$ cat config.mk
export PLATFORM = sky130hd
export DESIGN_NAME = ldp_delay
export DESIGN_NICKNAME = d
export VERILOG_FILES = /design/src/assert_macros.svh /design/src/ldp_delay.sv
export SDC_FILE = /design/constraint.sdc
export NUM_CORES = 1
export LEC_CHECK = 0
export ABC_AREA = 1
export CAP_MARGIN = 20
export CELL_PAD_IN_SITES_DETAIL_PLACEMENT = 1
export CELL_PAD_IN_SITES_GLOBAL_PLACEMENT = 2
export CORE_AREA = 2 2 39 41
export DETAILED_ROUTE_END_ITERATION = 8
export DIE_AREA = 0 0 41 43
export DONT_BUFFER_PORTS = 1
export GPL_TIMING_DRIVEN = 0
export PLACE_DENSITY_LB_ADDON = 0.1
export REMOVE_ABC_BUFFERS = 1
export SLEW_MARGIN = 20
export SYNTH_ARGS = -nofsm -noshare
export SYNTH_HDL_FRONTEND = slang
export SYNTH_SLANG_ARGS = --single-unit
$ cat constraint.sdc
create_clock -name clk_i -period 0.85 [get_ports clk_i]
set_input_delay 0.085 -clock clk_i [delete_from_list [all_inputs] [get_ports clk_i]]
set_output_delay 0.085 -clock clk_i [all_outputs]
set_load 0.005 [all_outputs]
$ cat src/assert_macros.svh
// Assertion macros for the RTL; included by the top level.
`ifndef ASSERT_MACROS_SVH
`define ASSERT_MACROS_SVH

`ifndef SYNTH
// Property checked on every rising clock edge outside reset.
`define ASSERT_CLK(lbl, clk, rstn, prop, msg) \
  lbl: assert property (@(posedge clk) disable iff (!(rstn)) (prop)) else $error(msg);
// Condition that must never be seen outside reset.
`define ASSERT_NEVER(lbl, clk, rstn, cond, msg) \
  lbl: assert property (@(posedge clk) disable iff (!(rstn)) !(cond)) else $error(msg);
`else
`define ASSERT_CLK(lbl, clk, rstn, prop, msg)
`define ASSERT_NEVER(lbl, clk, rstn, cond, msg)
`endif

`endif

$ cat src/ldp_delay.sv
// Fixed-depth register delay line for side data.
module ldp_delay #(
  parameter int unsigned W     = 8,
  parameter int unsigned Depth = 2
) (
  input  logic         clk_i,
  input  logic [W-1:0] d_i,
  output logic [W-1:0] q_o
);

  logic [W-1:0] pipe_q [Depth];

  always_ff @(posedge clk_i) begin
    pipe_q[0] <= d_i;
    for (int i = 1; i < Depth; i++) begin
      pipe_q[i] <= pipe_q[i-1];
    end
  end

  assign q_o = pipe_q[Depth-1];

endmodule

* Word-level counts from Yosys, hierarchy flattened *
Memories as Yosys holds them, arrays and structs flattened.
Cells that the tools add are included.

storage, ports and cells
  bits in registers = 0
  bits in writable memories = 16
  bits of input ports = 9
  output and inout bits = 8
  logic and storage cells = 1
  memories kept = 1

memories
  name    words  width  read ports  clocked after Yosys merged registers in  wr ports  RTL line         RTL
  pipe_q  2      8      2           0                                        2         ldp_delay.sv:11  logic [W-1:0] pipe_q [Depth];

* Longest topological paths before layout *
  depth in word-level cells = 0
  depth in mapped cells = 1
  gate-level depth less buffers = 0

* Worst setup path before layout *
No wires, ideal clock.

  kind = register to output
  from = mem pipe_q[1][0], in the netlist pipe_q[0][8]
  to = out q_o[0]
  arrival = 0.393 ns
  path slack = 0.372 ns
  stages on the path, launching flop included = 2
  path through = dfxtp_1 buf_4

RTL lines
  element      RTL line         RTL
  from (decl)  ldp_delay.sv:11
  to (decl)    ldp_delay.sv:8   output logic [W-1:0] q_o

==> impl_metrics.env <==
export IMPL_synth_fa_ha_area_share_pct=0
export IMPL_initial_core_util_pct=27.5
export IMPL_drv_slew=0
export IMPL_antenna_found_initial=0
export IMPL_synth_top_cells_by_area="dfxtp_1, buf_4"
export IMPL_drv_cap=0
export IMPL_dr_pass1_iters=2
export IMPL_tightest_slew_ns=0.0812
export IMPL_wl_per_cell_um=9.12
export IMPL_hold_start="pipe_q[0][1]"
export IMPL_synth_xor_area_share_pct=0
export IMPL_postLayoutCoreUtil_pct=32.0
export IMPL_status="completed"
export IMPL_power_total_uw=1190
export IMPL_setup_viol=0
export IMPL_cts_buffers=3
export IMPL_portBuffers=0
export IMPL_hold_violations=0
export IMPL_die_area_sq_um=1760
export IMPL_h_tree_depth=1
export IMPL_hold_class="reg -> reg"
export IMPL_path_class="reg -> out"
export IMPL_ys_types=2
export IMPL_reg2reg_from="pipe_q[0][4]"
export IMPL_power_leakage_uw=0.000182
export IMPL_numClockSinks=16
export IMPL_syn_avg_cell_area_sq_um=15.8
export IMPL_critical_path_required_ns=0.76
export IMPL_post_route_drc_count=0
export IMPL_initialDrtViolationCount=3
export IMPL_gp_congestion=0.445
export IMPL_via_count=154
export IMPL_dieWidth_um=41
export IMPL_largest_reg_flops=16
export IMPL_nets=38
export IMPL_ys_seq_elements=16
export IMPL_antenna_left=0
export IMPL_synth_top_area_cell="dfxtp_1"
export IMPL_grt_pass1_vias=147
export IMPL_grt_pass1_wl_um=531
export IMPL_setup_tns_final_ns=0
export IMPL_cts_tree="yes"
export IMPL_yosysTopAreaCellShare_pct=84.2
export IMPL_regMostFlops="pipe_q"
export IMPL_reg_top3="pipe_q (16)"
export IMPL_finalClockSkew_ns=0.000107
export IMPL_nMultiInputCombCells=0
export IMPL_synth_compound_area_share_pct=0
export IMPL_cts_root_buf="clkbuf_4"
export IMPL_grtUsageTotal_pct=5.57
export IMPL_syn2layout_area_growth_pct=16.4
export IMPL_ys_seq_area_share_pct=84.2
export IMPL_synth_top_family_by_area="buffers and inverters"
export IMPL_core_area_sq_um=1380
export IMPL_antenna_cells=0
export IMPL_ios=17
export IMPL_cp_start_kind="flop"
export IMPL_worstPathArrival_ns=0.61
export IMPL_critPathCaptureType="primary output"
export IMPL_die_height_um=43
export IMPL_cts_max_path_buffers=2
export IMPL_layout_drive_gt1_share_pct=11.1
export IMPL_relSlewSlack_pct=94.6
export IMPL_syn_instance_count=24
export IMPL_whs_ns=0.331
export IMPL_synth_mux_area_share_pct=0
export IMPL_rsz0062_at_grt="no"
export IMPL_max_freq_mhz=1430
export IMPL_clock_latency_ns=0.27
export IMPL_rows=14
export IMPL_power_density_nw_per_um2=2690
export IMPL_crit_fanout=1
export IMPL_overflow=0
export IMPL_path_clk_slew_ns=0.08
export IMPL_finalWirelength_um=392
export IMPL_routed_via_density=3.58
export IMPL_cts_setup_buffers=0
export IMPL_peakVddDrop_mv=0.922
export IMPL_period_minus_slack_ns=0.698
export IMPL_grt_max_degree=9
export IMPL_multiInputGateArea_sq_um=0
export IMPL_yosysWarnings=0
export IMPL_startpoint="pipe_q[0][11]"
export IMPL_synth_simple_area_share_pct=0
export IMPL_syn_cell_area_sq_um=380
export IMPL_fin_crit_sh_pct=82.1
-- Yosys cell counts, drive strengths merged --
cell type,instances
buf,8
dfxtp,16
-- metal layers --
| metal | global-route usage (%) | wire, um | vias to the layer above |
|---|---|---|---|
| met5 | 0 | 0 | - |
| met4 | 2.00 | 0 | 0 |
| met3 | 9.42 | 67 | 0 |
| met2 | 8.75 | 221 | 13 |
| met1 | 1.98 | 103 | 71 |
| li1 | - | - | 70 |
-- per-stage QoR --
step / area, sq um / setup slack (ns) / cells
4_1_cts: 443 / 0.126 / 43
3_5_place_dp: 340 / 0.442 / 32
6_report: 443 / 0.152 / 43
2_1_floorplan: 320 / 0.467 / 16
5_1_grt: 443 / 0.0995 / 43
3_3_place_gp: 340 / 0.454 / 32
-- cell usage in the layout, fill, tap and decap left out --
| cell type | synthesis | routed |
|---|---|---|
| dfxtp_1 | 16 | 16 |
| dlygate4sd3_1 | 0 | 8 |
| clkbuf_4 | 0 | 3 |
-- power by group --
part           leakage [uW]  internal (uW)  switching, uW
Combinational     0.0000334           24.2           3.99
Sequential         0.000135            789           12.9
Clock             0.0000138            164            197
-- final cells by class --
class / count / area [sq um]
Fill cell: 147 / 941
Sequential cell: 16 / 320
Timing Repair Buffer: 8 / 80.1
Clock buffer: 3 / 22.5
Tap cell: 16 / 20.0
-- repair_timing --
| item | in CTS | in global routing |
|---|---|---|
| gates resized for setup | 0 | 0 |
| hold buffers | 8 | 0 |
| endpoints found under the setup margin | 0 | 0 |
| hold endpoints to repair | 8 | 0 |
-- path summary, 6_finish.rpt --
| kind | endpoint | slack (ns) | cells after the start |
|---|---|---|---|
| setup reg to reg | pipe_q[0][12] | 0.45 | 0 |
| hold reg to reg | pipe_q[0][9] | 0.33 | 0 |
| setup / recovery | q_o[3] | 0.15 | 0 |
| hold / removal | pipe_q[0][9] | 0.33 | 0 |
-- cells by family after synthesis --
family and after synthesis:
flops 16, buf+inv 8
Note: power is estimated with default switching activity, not from simulation.
