`config.mk`:
```
export PLATFORM = sky130hd
export DESIGN_NAME = ldp_div
export DESIGN_NICKNAME = d
export VERILOG_FILES = /design/src/assert_macros.svh /design/src/ldp_div.sv
export SDC_FILE = /design/constraint.sdc
export NUM_CORES = 2
export LEC_CHECK = 0
export BUFFER_PORTS_ARGS = -buffer_cell sky130_fd_sc_hd__buf_2
export CAP_MARGIN = 10
export CORE_UTILIZATION = 46
export CTS_BUF_LIST = sky130_fd_sc_hd__clkbuf_4
export CTS_CLUSTER_SIZE = 14
export DETAILED_ROUTE_END_ITERATION = 8
export HOLD_SLACK_MARGIN = 0.1
export PLACE_DENSITY = 0.7
export REMOVE_ABC_BUFFERS = 1
export SYNTH_ARGS = -nofsm -noshare
export SYNTH_HDL_FRONTEND = slang
export SYNTH_SLANG_ARGS = --single-unit
export TNS_END_PERCENT = 1
```
`constraint.sdc`:
```
create_clock -name clk_i -period 5.6 [get_ports clk_i]
set_input_delay 1.12 -clock clk_i [delete_from_list [all_inputs] [get_ports clk_i]]
set_output_delay 1.12 -clock clk_i [all_outputs]
set_load 0.02 [all_outputs]
```
`src/assert_macros.svh`:
```
// Assertion macros for the RTL; included by the top level.
`ifndef ASSERT_MACROS_SVH
`define ASSERT_MACROS_SVH

`ifndef SYNTH
// Property checked on every rising clock edge outside reset.
`define ASSERT_CLK(lbl, clk, rstn, prop, msg) \
  lbl: assert property (@(posedge clk) disable iff (!(rstn)) (prop)) else $error(msg);
// Condition that must never be seen outside reset.
`define ASSERT_NEVER(lbl, clk, rstn, cond, msg) \
  lbl: assert property (@(posedge clk) disable iff (!(rstn)) !(cond)) else $error(msg);
`else
`define ASSERT_CLK(lbl, clk, rstn, prop, msg)
`define ASSERT_NEVER(lbl, clk, rstn, cond, msg)
`endif

`endif

```
`src/ldp_div.sv`:
```
// Pipelined restoring divider, one quotient bit per stage.
module ldp_div #(
  parameter int unsigned NumW  = 63,
  parameter int unsigned DivW  = 48,
  parameter int unsigned QuotW = 17
) (
  input  logic             clk_i,
  input  logic [NumW-1:0]  num_i,
  input  logic [DivW-1:0]  den_i,
  output logic [QuotW-1:0] quot_o
);

  localparam int unsigned CmpW = DivW + QuotW;

  logic [NumW-1:0]  p_q [QuotW];
  logic [DivW-1:0]  d_q [QuotW];
  logic [QuotW-1:0] q_q [QuotW];

  for (genvar k = 0; k < QuotW; k++) begin : g_stage
    localparam int unsigned Sh = QuotW - 1 - k;
    logic [NumW-1:0]  p_in;
    logic [DivW-1:0]  d_in;
    logic [QuotW-1:0] q_in;
    logic [CmpW-1:0]  p_ext;
    logic [CmpW-1:0]  d_sh;
    logic             ge;

    if (k == 0) begin : g_first
      assign p_in = num_i;
      assign d_in = den_i;
      assign q_in = '0;
    end else begin : g_next
      assign p_in = p_q[k-1];
      assign d_in = d_q[k-1];
      assign q_in = q_q[k-1];
    end

    assign p_ext = CmpW'(p_in);
    assign d_sh  = CmpW'(d_in) << Sh;
    assign ge    = (p_ext >= d_sh);

    always_ff @(posedge clk_i) begin
      p_q[k] <= ge ? NumW'(p_ext - d_sh) : p_in;
      d_q[k] <= d_in;
      q_q[k] <= {q_in[QuotW-2:0], ge};
    end
  end

  assign quot_o = q_q[QuotW-1];

endmodule

```
# Word-level counts from Yosys, hierarchy flattened
# Memories as Yosys holds them, arrays and structs flattened.
# Cells that the tools add are included.
dict set report totals {
  regBits 0
  ramBits 2176
  input_bits 112
  out_inout_bits 17
  word_cells 54
  mem_count 3
}
# memory depth word_bits rd rd_clocked_by_memory_dff write_ports line
set mem_list {}
lappend mem_list {p_q 17 63 16 0 17 ldp_div.sv:15} ;# logic [NumW-1:0] p_q [QuotW];
lappend mem_list {d_q 17 48 16 0 17 ldp_div.sv:16} ;# logic [DivW-1:0] d_q [QuotW];
lappend mem_list {q_q 17 17 17 0 17 ldp_div.sv:17} ;# logic [QuotW-1:0] q_q [QuotW];
dict set report op_classes {
  addsub 17
  magnitude_cmp 17
  n_mux 17
}
# cell n
set op_table {}
lappend op_table {{two-way mux 63 bit} 17}
lappend op_table {{subtractor 63 bit} 2}
lappend op_table {{>= comparator 63 x 64 -> 1 bit} 1}
lappend op_table {{>= comparator 63 x 48 -> 1 bit} 1}
lappend op_table {{>= comparator 63 x 49 -> 1 bit} 1}
lappend op_table {{>= comparator 63 x 50 -> 1 bit} 1}
lappend op_table {{>= comparator 63 x 51 -> 1 bit} 1}
lappend op_table {{>= comparator 63 x 52 -> 1 bit} 1}
lappend op_table {{>= comparator 63 x 53 -> 1 bit} 1}
lappend op_table {{>= comparator 63 x 54 -> 1 bit} 1}
lappend op_table {{>= comparator 63 x 55 -> 1 bit} 1}
lappend op_table {{>= comparator 63 x 56 -> 1 bit} 1}
lappend op_table {{>= comparator 63 x 57 -> 1 bit} 1}
lappend op_table {{>= comparator 63 x 58 -> 1 bit} 1}
lappend op_table {{>= comparator 63 x 59 -> 1 bit} 1}
lappend op_table {{>= comparator 63 x 60 -> 1 bit} 1}
lappend op_table {{>= comparator 63 x 61 -> 1 bit} 1}
lappend op_table {{>= comparator 63 x 62 -> 1 bit} 1}
lappend op_table {{>= comparator 63 bit} 1}
lappend op_table {{subtractor 63 x 48 -> 63 bit} 1}
lappend op_table {{subtractor 63 x 49 -> 63 bit} 1}
lappend op_table {{subtractor 63 x 50 -> 63 bit} 1}
lappend op_table {{subtractor 63 x 51 -> 63 bit} 1}
lappend op_table {{subtractor 63 x 52 -> 63 bit} 1}
lappend op_table {{10 further kinds} 10}

# Longest topological paths before layout
# An unclocked memory read counts as a cell.
dict set report logic_depth {
  word_depth 3
  depth_mapped 18
  ltp_nobuf 16
}

# Worst setup path before layout
# Ideal clock, no wire load.
dict set report synth_path {
  kind {input to register}
  from {in den_i[4]}
  to {mem p_q[0][49]}
  setup_time_ps 121
  t_arrival_ps 4023
  slack_ps 1456
  cell_stages 12
  path_buffers 0
  cell_sequence {inv_1 > ha_1 > nand3_1 > o21bai_1 > a2111oi_0 > o311ai_1 > a2111oi_0 > o21ai_0 > o21ai_0 > a31oi_1 > xnor2_1 > mux2_2}
}
# item line
set synth_rtl {}
lappend synth_rtl {{start: declaration} ldp_div.sv:9} ;# input logic [DivW-1:0] den_i,
lappend synth_rtl {{end: declaration} ldp_div.sv:15}

==> impl_results.md <==
* RSZ-0062 raised after global routing: no
* GRT overflow at 0
* Final setup vio count at 0
* Starting Density at a little under half
* Antenna viol nets, final at 0
* GP Congestion at ~1.0
* Port bufs at between 100 and 150
* Non-filler cells, final at roughly 15000
* Setup TNS at 0 ps
* Yosys reg bits at about 1900
* Via/cell ratio at approximately 5.4
* Synth Flop Type: dfxtp_1
* Latest clock arrival within the worst-skew pair at about 1400 ps
* Mapped Cells at about 11000
* CP Capture Type: flip-flop
* # DRC at 0
* Critical-path cell list: inv_1 -> ha_1 -> inv_1 -> fa_1 -> a211oi_1 -> o21ai_0 -> a21oi_1 -> o21ai_0 -> nand2_1 -> a21oi_1 -> a21oi_1 -> o221ai_1 -> a211oi_2 -> buf_4 -> inv_2 -> buf_12 -> mux2_2
* Detail Placement HPWL at roughly 210 mm
* Max_slew headroom at 25.3%
* CP startpoint: p_q[0][263]
* Starting DRT DRC Count at just over 5000
* Worst setup SP type: flip-flop
* HP Start: d_q[0][493]
* Most used cell, CP: a21oi_1
* Post-synth EDFFs at 0
* Post-Syn Area per Cell at slightly below 9 um^2
* Clk buf depth at 4
* Pin count of the biggest net entering global routing at 96
* Fin crit period at roughly 4800 ps
* Routed vias at between 70000 and 80000
* Reg2reg start: p_q[0][263]
* Avg WL per Cell at 18.5 um
* Pwr dens at 616 nW/um^2
* First-pass GRT wire length at about 420 mm
* Die W at 461 um
* Async SR Flop Fraction at 0%
* Reg clk slew, reported paths at roughly 70 ps
* Yosys top cell area share at approximately two fifths
* Max-slew violations at 0
* CP arrival at around 6000 ps
* FP Rows at roughly 170
* Clk root buf: clkbuf_4
* DR pass1 iterations at 7
* # hold bufs at CTS at 111
* Yosys warns at 0
* Worst Clk Skew at between 90 and 100 ps
* Fillcell total at roughly 20000
* Tcrit/Tclk final at a little under nine tenths
* Crit Path Category: reg -> reg
* Share of cells above drive strength 1 at a little under an eighth
* Die area at 213000 um^2
* Core area at ~210000 um^2
* CTS tree: done
* Vias in the first global route at ~81000
* Outcome: finished, final reports clean
* I/O pin count at between 100 and 150
* Post-layout util at a little over 50%
* Worst Path Buf+Inv at 5
* Dominant cell type by area after synthesis: dfxtp_1
* Cell variety after synth at 95
* Max Fclk at 0.209 GHz
* CP Max Fanout at just over 80
* Slowest cell on crit path: fa_1
* VDD IR-drop max at about 0.27 mV
* Placed Cells incl. Taps at 13746
* Die Y at roughly 460 um
* Post-CTS Resized at 0
* CTS buffer count at roughly 530
* Final #Nets at ~13000
* Crit path max-delay family: compound AO/OA/AOI/OAI gates
* Hold Crit Class: reg -> reg
* Number of H-tree levels at 6
* Area grow syn2layout at 11.7%
* Slew at the pin closest to its max-slew limit at around 1100 ps
* Top post-synthesis cells by area: dfxtp_1, ha_1, a21oi_1, xnor2_1, a21o_1
* Global Route Usage Sum at between 20% and 30%
* Post-synthesis instance area at between 90000 and 100000 um^2
* Max stage delay on crit path at around 410 ps
* Initial antenna violation count at 6
* Detailed Route WL at approximately 270 mm
* WP data required at 6760 ps
* Post-CTS setup buffers at 0
* Max-cap violations at 0
* Cell leakage power at 50.1 nW
* Sequential area share after synthesis at between 30% and 40%
* Hold Violations, Final at 0
* Sink Count at between 1500 and 2000
[per-stage QoR]
step	total power, W	cell area [um^2]	setup slack (ps)	hold slack, ps
after global routing	0.0719	108000	539	322
after floorplan	0.0448	95300	-3110	310
after detailed placement	0.0536	101000	768	312
after CTS	0.0668	108000	817	293
final	0.0667	108000	823	295
after global placement	0.0531	101000	791	311
[power breakdown]
| part | leakage [nW] | switching (W) | internal [W] |
|---|---|---|---|
| registers | 16.2 | 0.00250 | 0.0178 |
| logic | 29.9 | 0.0194 | 0.0142 |
| clock network | 3.97 | 0.00576 | 0.00700 |
[per-layer routing]
| layer | track usage [%] | vias up | part of all wire (%) |
|---|---|---|---|
| met5 | 0 | - | 0 |
| met4 | 17.3 | 0 | 6.8 |
| met3 | 3.55 | 801 | 3.6 |
| met2 | 48.0 | 2402 | 52 |
| met1 | 24.6 | 36702 | 37 |
| li1 | - | 40048 | - |
[cell usage in the layout, fill, tap and decap left out, types with 23 or more instances in the layout]
cell,synthesis,layout
a2111oi_0,25,23
a211oi_1,70,70
a21boi_0,28,28
a21o_1,515,514
a21oi_1,1182,1181
a221oi_1,27,27
a31oi_1,89,88
and2_1,42,42
and3_1,93,93
buf_2,53,129
buf_4,3,90
clkbuf_4,0,725
clkinv_1,0,88
clkinv_2,0,33
dfxtp_1,1929,1929
dlygate4sd3_1,0,111
ha_1,815,815
inv_1,1018,1018
mux2_2,211,211
nand2_1,746,746
nand2b_1,105,105
nand3_1,194,194
nand4_1,228,228
nor2_1,806,806
nor2b_1,113,113
nor3_1,131,131
nor4_1,76,74
o211ai_1,40,40
o21a_1,119,118
o21ai_0,606,606
o21bai_1,111,111
o221ai_1,26,26
o31a_1,28,28
o31ai_1,57,56
or2_2,25,25
or3_1,41,41
or4_1,29,29
xnor2_1,475,475
xor2_1,332,332
[flip-flops by register name, summed over array words and instances (netlist names)]
register  flops
p_q        1008
d_q         768
q_q         153
[logic make-up (layout without fill, tap and decap cells)]
logic type	count (synthesis)	after routing	share of synthesized area (%)
buffers and inverters	1440	2248	5.69
DFF	1929	1929	39.8
adders and majority gates	831	831	10.8
other	0	10	0
and+or+nand+nor	2738	2738	13.5
AOI/OAI and AO/OA	3165	3165	20.3
xor gates and xnor gates	807	807	7.29
muxes	218	218	2.52
[cell usage after synthesis, drive strengths merged (19+ instances only)]
master,number
a2111oi,26
a211o,21
a211oi,71
a21boi,29
a21o,515
a21oi,1196
a221oi,28
a31o,22
a31oi,91
a41oi,22
and2,46
and3,93
buf,85
clkbuf,335
dfxtp,1929
ha,815
inv,1020
mux2,211
nand2,746
nand2b,105
nand3,194
nand4,228
nor2,806
nor2b,113
nor3,131
nor3b,20
nor4,76
nor4b,19
o211ai,42
o21a,119
o21ai,621
o21bai,111
o221ai,26
o31a,28
o31ai,59
or2,25
or3,42
or4,29
xnor2,475
xor2,332
[final timing paths]
kind / cells past startpoint / slack (ps) / end
max: 17 / 820 / p_q[0][358]
min: 0 / 300 / d_q[0][541]
max reg2reg: 17 / 820 / p_q[0][358]
min reg2reg: 0 / 300 / d_q[0][541]
[layout make-up]
cell class,count,area (um^2),area share (%)
diodes,10,25.0,0.0231
repair buffers,344,2710,2.50
clock inverters,159,1230,1.13
multi-input cells,7759,53000,48.9
well taps,2805,3510,3.24
clock buffers,725,5440,5.02
inverters,1020,3830,3.53
flip-flops and latches,1929,38600,35.6
No activity file was read; power rests on OpenSTA's default activity.
