<file path="config.mk">
export PLATFORM = sky130hd
export DESIGN_NAME = ldp_isqrt
export DESIGN_NICKNAME = d
export VERILOG_FILES = /design/src/assert_macros.svh /design/src/ldp_isqrt.sv
export SDC_FILE = /design/constraint.sdc
export NUM_CORES = 2
export LEC_CHECK = 0
export ABC_AREA = 0
export CAP_MARGIN = 20
export CORE_MARGIN = 4
export CORE_UTILIZATION = 57
export DETAILED_ROUTE_END_ITERATION = 10
export DONT_BUFFER_PORTS = 1
export PLACE_DENSITY = 0.71
export SYNTH_ARGS = -nofsm -noshare
export SYNTH_HDL_FRONTEND = slang
export SYNTH_MEMORY_MAX_BITS = 65536
export SYNTH_SLANG_ARGS = --single-unit
</file>
<file path="constraint.sdc">
create_clock -name clk_i -period 3.1 [get_ports clk_i]
set_input_delay 0.31 -clock clk_i [delete_from_list [all_inputs] [get_ports clk_i]]
set_output_delay 0.31 -clock clk_i [all_outputs]
set_load 0.02 [all_outputs]
</file>
<file path="src/assert_macros.svh">
// Assertion macros for the RTL; included by the top level.
`ifndef ASSERT_MACROS_SVH
`define ASSERT_MACROS_SVH

`ifndef SYNTH
// Property checked on every rising clock edge outside reset.
`define ASSERT_CLK(lbl, clk, rstn, prop, msg) \
  lbl: assert property (@(posedge clk) disable iff (!(rstn)) (prop)) else $error(msg);
// Condition that must never be seen outside reset.
`define ASSERT_NEVER(lbl, clk, rstn, cond, msg) \
  lbl: assert property (@(posedge clk) disable iff (!(rstn)) !(cond)) else $error(msg);
`else
`define ASSERT_CLK(lbl, clk, rstn, prop, msg)
`define ASSERT_NEVER(lbl, clk, rstn, cond, msg)
`endif

`endif

</file>
<file path="src/ldp_isqrt.sv">
// Pipelined integer square root, one root bit per stage.
module ldp_isqrt #(
  parameter int unsigned RootW = 33
) (
  input  logic               clk_i,
  input  logic [2*RootW-1:0] rad_i,
  output logic [RootW-1:0]   root_o,
  output logic [RootW+1:0]   rem_o
);

  localparam int unsigned RadW = 2 * RootW;
  localparam int unsigned RemW = RootW + 2;

  logic [RadW-1:0]  rad_q  [RootW];
  logic [RootW-1:0] root_q [RootW];
  logic [RemW-1:0]  rem_q  [RootW];

  for (genvar k = 0; k < RootW; k++) begin : g_stage
    logic [RadW-1:0]  rad_in;
    logic [RootW-1:0] root_in;
    logic [RemW-1:0]  rem_in;
    logic [RemW-1:0]  rem_sh;
    logic [RemW-1:0]  trial;
    logic             ge;

    if (k == 0) begin : g_first
      assign rad_in  = rad_i;
      assign root_in = '0;
      assign rem_in  = '0;
    end else begin : g_next
      assign rad_in  = rad_q[k-1];
      assign root_in = root_q[k-1];
      assign rem_in  = rem_q[k-1];
    end

    // bring down the next two radicand bits, try root bit = 1
    assign rem_sh = {rem_in[RemW-3:0], rad_in[RadW-1 -: 2]};
    assign trial  = {root_in, 2'b01};
    assign ge     = (rem_sh >= trial);

    always_ff @(posedge clk_i) begin
      rad_q[k]  <= rad_in << 2;
      root_q[k] <= {root_in[RootW-2:0], ge};
      rem_q[k]  <= ge ? (rem_sh - trial) : rem_sh;
    end
  end

  assign root_o = root_q[RootW-1];
  assign rem_o  = rem_q[RootW-1];

endmodule

</file>
# [Word level (Yosys, flattened, before mapping)]
# Memories as Yosys holds them, arrays and structs flattened.
# Cells that the tools add are included.
[word_totals] reg_bits=0 elab_cells=102 mem_count=3 in_bits=67 ramBits=4356 output_inout_bits=68
[op_classes] n_lt_le_gt_ge=33 addsub=33 n_mux=33
[memory_table] memory="rad_q" words=33 word_bits=64 rd=32 rd_ports_with_merged_regs=0 wr=33 line="ldp_isqrt.sv:14" rtl="logic [RadW-1:0] rad_q [RootW];"
[memory_table] memory="rem_q" words=33 word_bits=35 rd=33 rd_ports_with_merged_regs=0 wr=33 line="ldp_isqrt.sv:16" rtl="logic [RemW-1:0] rem_q [RootW];"
[memory_table] memory="root_q" words=33 word_bits=33 rd=33 rd_ports_with_merged_regs=0 wr=33 line="ldp_isqrt.sv:15" rtl="logic [RootW-1:0] root_q [RootW];"
[ops] cell="35-bit two-way mux" count=33
[ops] cell="35-bit >= comparator" count=32
[ops] cell="35-bit subtractor" count=32
[ops] cell="2-bit by 1-bit subtractor with 3-bit output (second input constant)" count=1
[ops] cell="2-bit by 1-bit >= comparator with 1-bit output (second input constant)" count=1

# [Logic depth before layout (Yosys ltp)]
# An unclocked memory read counts as a cell.
[logic_depth] word_depth=3 mapped_depth=16 depth_no_buf=14

# [Least setup slack after synthesis]
# No wires, ideal clock.
[synth_timing] kind="register -> register" start="memory root_q[29][1]" end="memory rem_q[30][26] (netlist name)" stages_incl_launch_ff=14 t_arrival_ps=3177 slack_ps=-197 setup_time_ps=120 cell_sequence="dfxtp_1 > inv_1 > ha_1 > nor3_1 > a2111oi_0 > o21bai_1 > a211oi_1 > or2_1 > a311oi_1 > o21ai_1 > a311oi_2 > nor4b_1 > a211o_1 > a211o_1"
[synth_lines] item="start, declared" line="ldp_isqrt.sv:15"
[synth_lines] item="end, declared" line="ldp_isqrt.sv:16"

==> impl_metrics.toml <==
[cells_and_area]
fill_cells = 11900
final_design_area_no_fill_um2 = 120000
synthToLayoutAreaGrowth_pct = 24.1
post_route_cells_drive_above_1_share_pct = 18.7
final_cells = 13100
nets = 11300

[clock_network]
cts_htree_levels = 5
tritoncts.num_buffers = 281
maximum_number_of_buffers_from_clock_root_to_sink = 4
tritoncts = "yes"
clock_insertion_delay_worst_skew_ns = 0.93
cts.root.buffer_cell = "sky130_fd_sc_hd__clkbuf_16"
clock_sink_count = 2659
cts.clk_slew.worst_paths_ns = 0.06

[timing]
fin_worst_skew_ns = 0.0586
holdWs_ns = 0.102
setup_tns_ns = -4.30
layout_worst_path_cycle_share_pct = 106
timing.final.setup_violations = 55
grt_setup_unrepaired = "yes"
worst_setup_margin_ns = -0.199
final_period_minus_worst_setup_slack_ns = 3.30
transition_time_of_the_tightest_slew_check_pin_ns = 1.09
fmaxAchievable_ghz = 0.303
timing_max_transition_violations_final = 0
maxSlewHeadroom_pct = 26.6
hold_violations = 0

[yosys]
synth_enable_flop_cells = 0
synth_largest_area_cell = "sky130_fd_sc_hd__dfxtp_1"
postSynthCellCount = 9528
yosys_warnings = 0
net_count_after_synthesis = 10200
synth_seq_area_share_pct = 55.0
ffs_latches_synth = 2659
async_flop_share_pct = 0
mappedNetlistArea_um2 = 96800
ys_dominant_reg_cell = "sky130_fd_sc_hd__dfxtp_1"
synth.top_cells.by_area = "sky130_fd_sc_hd__dfxtp_1 (55%), sky130_fd_sc_hd__ha_1 (7.7%), sky130_fd_sc_hd__xnor2_1 (4.0%)"
syn-mean-instance-area_um2 = 10.2
yosys.cell_types.count = 91
proportion_of_netlist_area_held_by_the_largest_area_contributor_pct = 55.0

[hold_path]
whs_endpoint = "root_q[0][0]"
holdCritPathClass = "primary input to flop"
hold_path.startpoint = "rad_i[65]"
timing.hold.worst_path_depth = 2

[route]
route.detailed.drc = 0
first_pass_iters = 6
via_per_inst = 5.36
total_wire_length_after_detailed_routing_um = 226000
drtIter0Drc = 4165
detail-route-antenna-nets = 0
route.vias.total = 70000
avgRoutedWirePerCell_um = 17.3

[pwr]
p_total_w = 0.0992
vdd_drop_max_mv = 0.589
static-leakage-power_nw = 56.7
power-per-cell-area_nw_per_um2 = 826

[global_routing]
grt.total_usage_pct = 24.6
grtUsageMet1_pct = 29.3
grt_busiest_layer = "met2"
grt_max_degree = 52
globalRouteMet3Util_pct = 3.19
grt_overflow = 0
grt_first_pass_wirelength_um = 356000
grt_antenna_before_repair = 1
via_count_of_the_first_global_routing_pass = 70600
global_route.usage.met2_pct = 45.0

[die]
pin_count = 135
effective_utilization_at_floorplan_pct = 57.6
die-area_um2 = 176000
rows = 150
floorplan.die.width_um = 420
fp.coreArea_um2 = 168000
dieHeight_um = 420

[run]
max-cap-violations = 0

[critical_path]
cp-startpoint = "root_q[27][0]"
r2r-start = "root_q[27][0]"
r2r_setup_slack_ns = -0.20
setup_crit_path_kind = "flop to flop"
r2r_end = "rem_q[28][27]"
setup.worst_path.start_class = "flop"
critical_path_peak_fanout = 5
reg2reg_depth = 13
worst_setup_path_end_kind = "flop"
crit_required_ns = 3.88
data_arrival_time_of_the_critical_path_ns = 4.08

[place]
dpl-instance-area_um2 = 105000
post-dp-hpwl_um = 160000
port-buffer-count = 0
placed_cells_incl_taps = 12300
gp_congestion = 0.938

[run_status]
status = "finished with violations"
failed_checks = "negative setup slack"
## where the power goes
part / internal, W / leakage, nW / switching (W)
Clock: 0.0204 / 4.55 / 0.0131
Sequential: 0.0401 / 22.2 / 0.00509
Combinational: 0.00999 / 29.9 / 0.0106
Total: 0.0705 / 56.7 / 0.0288
## cells in the final DEF (no fill, tap or decap), types with 47 or more instances in the layout
master | Yosys | final
sky130_fd_sc_hd__o21bai_1 | 65 | 61
sky130_fd_sc_hd__nand4_1 | 111 | 111
sky130_fd_sc_hd__nor3_1 | 217 | 188
sky130_fd_sc_hd__ha_1 | 597 | 545
sky130_fd_sc_hd__nand3_1 | 155 | 146
sky130_fd_sc_hd__nor4_1 | 115 | 79
sky130_fd_sc_hd__dlygate4sd3_1 | 0 | 131
sky130_fd_sc_hd__mux2_2 | 83 | 78
sky130_fd_sc_hd__buf_4 | 1 | 837
sky130_fd_sc_hd__nand2_1 | 687 | 670
sky130_fd_sc_hd__o21ai_1 | 5 | 59
sky130_fd_sc_hd__clkbuf_16 | 0 | 296
sky130_fd_sc_hd__nand2b_1 | 122 | 117
sky130_fd_sc_hd__o21a_1 | 117 | 117
sky130_fd_sc_hd__or3_1 | 73 | 64
sky130_fd_sc_hd__inv_1 | 754 | 738
sky130_fd_sc_hd__a21o_1 | 273 | 272
sky130_fd_sc_hd__nor2b_1 | 93 | 85
sky130_fd_sc_hd__ha_4 | 0 | 47
sky130_fd_sc_hd__dfxtp_1 | 2659 | 2601
sky130_fd_sc_hd__dfxtp_2 | 0 | 56
sky130_fd_sc_hd__xor2_1 | 429 | 428
sky130_fd_sc_hd__xnor2_1 | 441 | 437
sky130_fd_sc_hd__o31ai_1 | 59 | 48
sky130_fd_sc_hd__a21oi_1 | 575 | 501
sky130_fd_sc_hd__clkbuf_8 | 0 | 47
sky130_fd_sc_hd__o21ai_0 | 549 | 457
sky130_fd_sc_hd__nor2_1 | 560 | 518
sky130_fd_sc_hd__a21oi_2 | 0 | 64
## registers in the layout, summed over array words and instances, names as in the netlist
signal	count
rad_q	1056
root_q	561
rem_q	1042
## kinds of logic (layout without fill, tap and decap cells)
family	count (synthesis)	after routing	synth area share, %
compound gates	1947	1947	12.4
xor+xnor	870	870	7.87
fa+ha+maj	597	597	7.72
buf+inv	939	2271	3.66
flops	2659	2659	55.0
mux	92	92	1.06
other cells	1	3	0.00387
simple gates	2423	2423	12.3
## synthesized netlist by cell type, drive strengths merged, types with 155 or more instances
cell and count:
a21o 273, o21ai 554, nand3 155, a21oi 575
nand2 687, xor2 429, xnor2 441, dfxtp 2659
inv 756, ha 597, clkbuf 161, nor3 220
nor2 561
## through the flow
stage          setup WS, ns  util (%)
6_report             -0.199      71.5
4_1_cts             -0.0592      69.6
3_5_place_dp         -0.383      62.5
5_1_grt              -0.317      71.5
2_1_floorplan       -0.0159         -
3_3_place_gp         -0.324      62.5
## how the worst max path moves through the flow
stage	end	slack, ns	cells after the start
finish	rem_q[28][27]	-0.20	13
global route	rem_q[28][27]	-0.32	13
CTS	rem_q[28][17]	-0.06	13
detailed placement	rem_q[32][15]	-0.38	15
global placement	rem_q[19][22]	-0.32	12
floorplan	rem_q[30][26]	-0.02	13
## layout make-up
type	count	area, um2	share of cell area, %
antenna	2	5.00	0.00417
clock buffer	375	7980	6.64
clock inverter	102	1320	1.10
inverter	757	2840	2.37
multi-input combinational	5930	43200	35.9
sequential	2659	53300	44.4
tap	2204	2760	2.29
timing repair buffer	1037	8780	7.31
## critical path, stage by stage (launching register included)
cell and delay, ns:
sky130_fd_sc_hd__dfxtp_2 0.34, sky130_fd_sc_hd__inv_2 0.05, sky130_fd_sc_hd__ha_4 0.15, sky130_fd_sc_hd__or3_4 0.39, sky130_fd_sc_hd__a2bb2oi_4 0.17, sky130_fd_sc_hd__a221oi_4 0.34, sky130_fd_sc_hd__a21oi_2 0.12, sky130_fd_sc_hd__o211ai_1 0.30
sky130_fd_sc_hd__a21o_1 0.20, sky130_fd_sc_hd__nand2_1 0.08, sky130_fd_sc_hd__a41o_1 0.28, sky130_fd_sc_hd__a21o_4 0.29, sky130_fd_sc_hd__clkbuf_16 0.19, sky130_fd_sc_hd__mux2_4 0.30
## repair_timing
item                                    4_1_cts  5_1_grt
pin swaps                                    77      211
hold endpoints to repair                     67        0
resized for setup                           204      587
endpoints found under the setup margin      368      607
hold buffers                                131        0
gates cloned                                  5       15
setup buffers                                47       70
## layer usage
layer,vias up,part of all wire [%]
li1,34800,-
met5,-,0
met2,1605,51
met4,0,3.6
met1,33100,42
met3,529,3.9
Note: power is estimated with default switching activity, not from simulation.
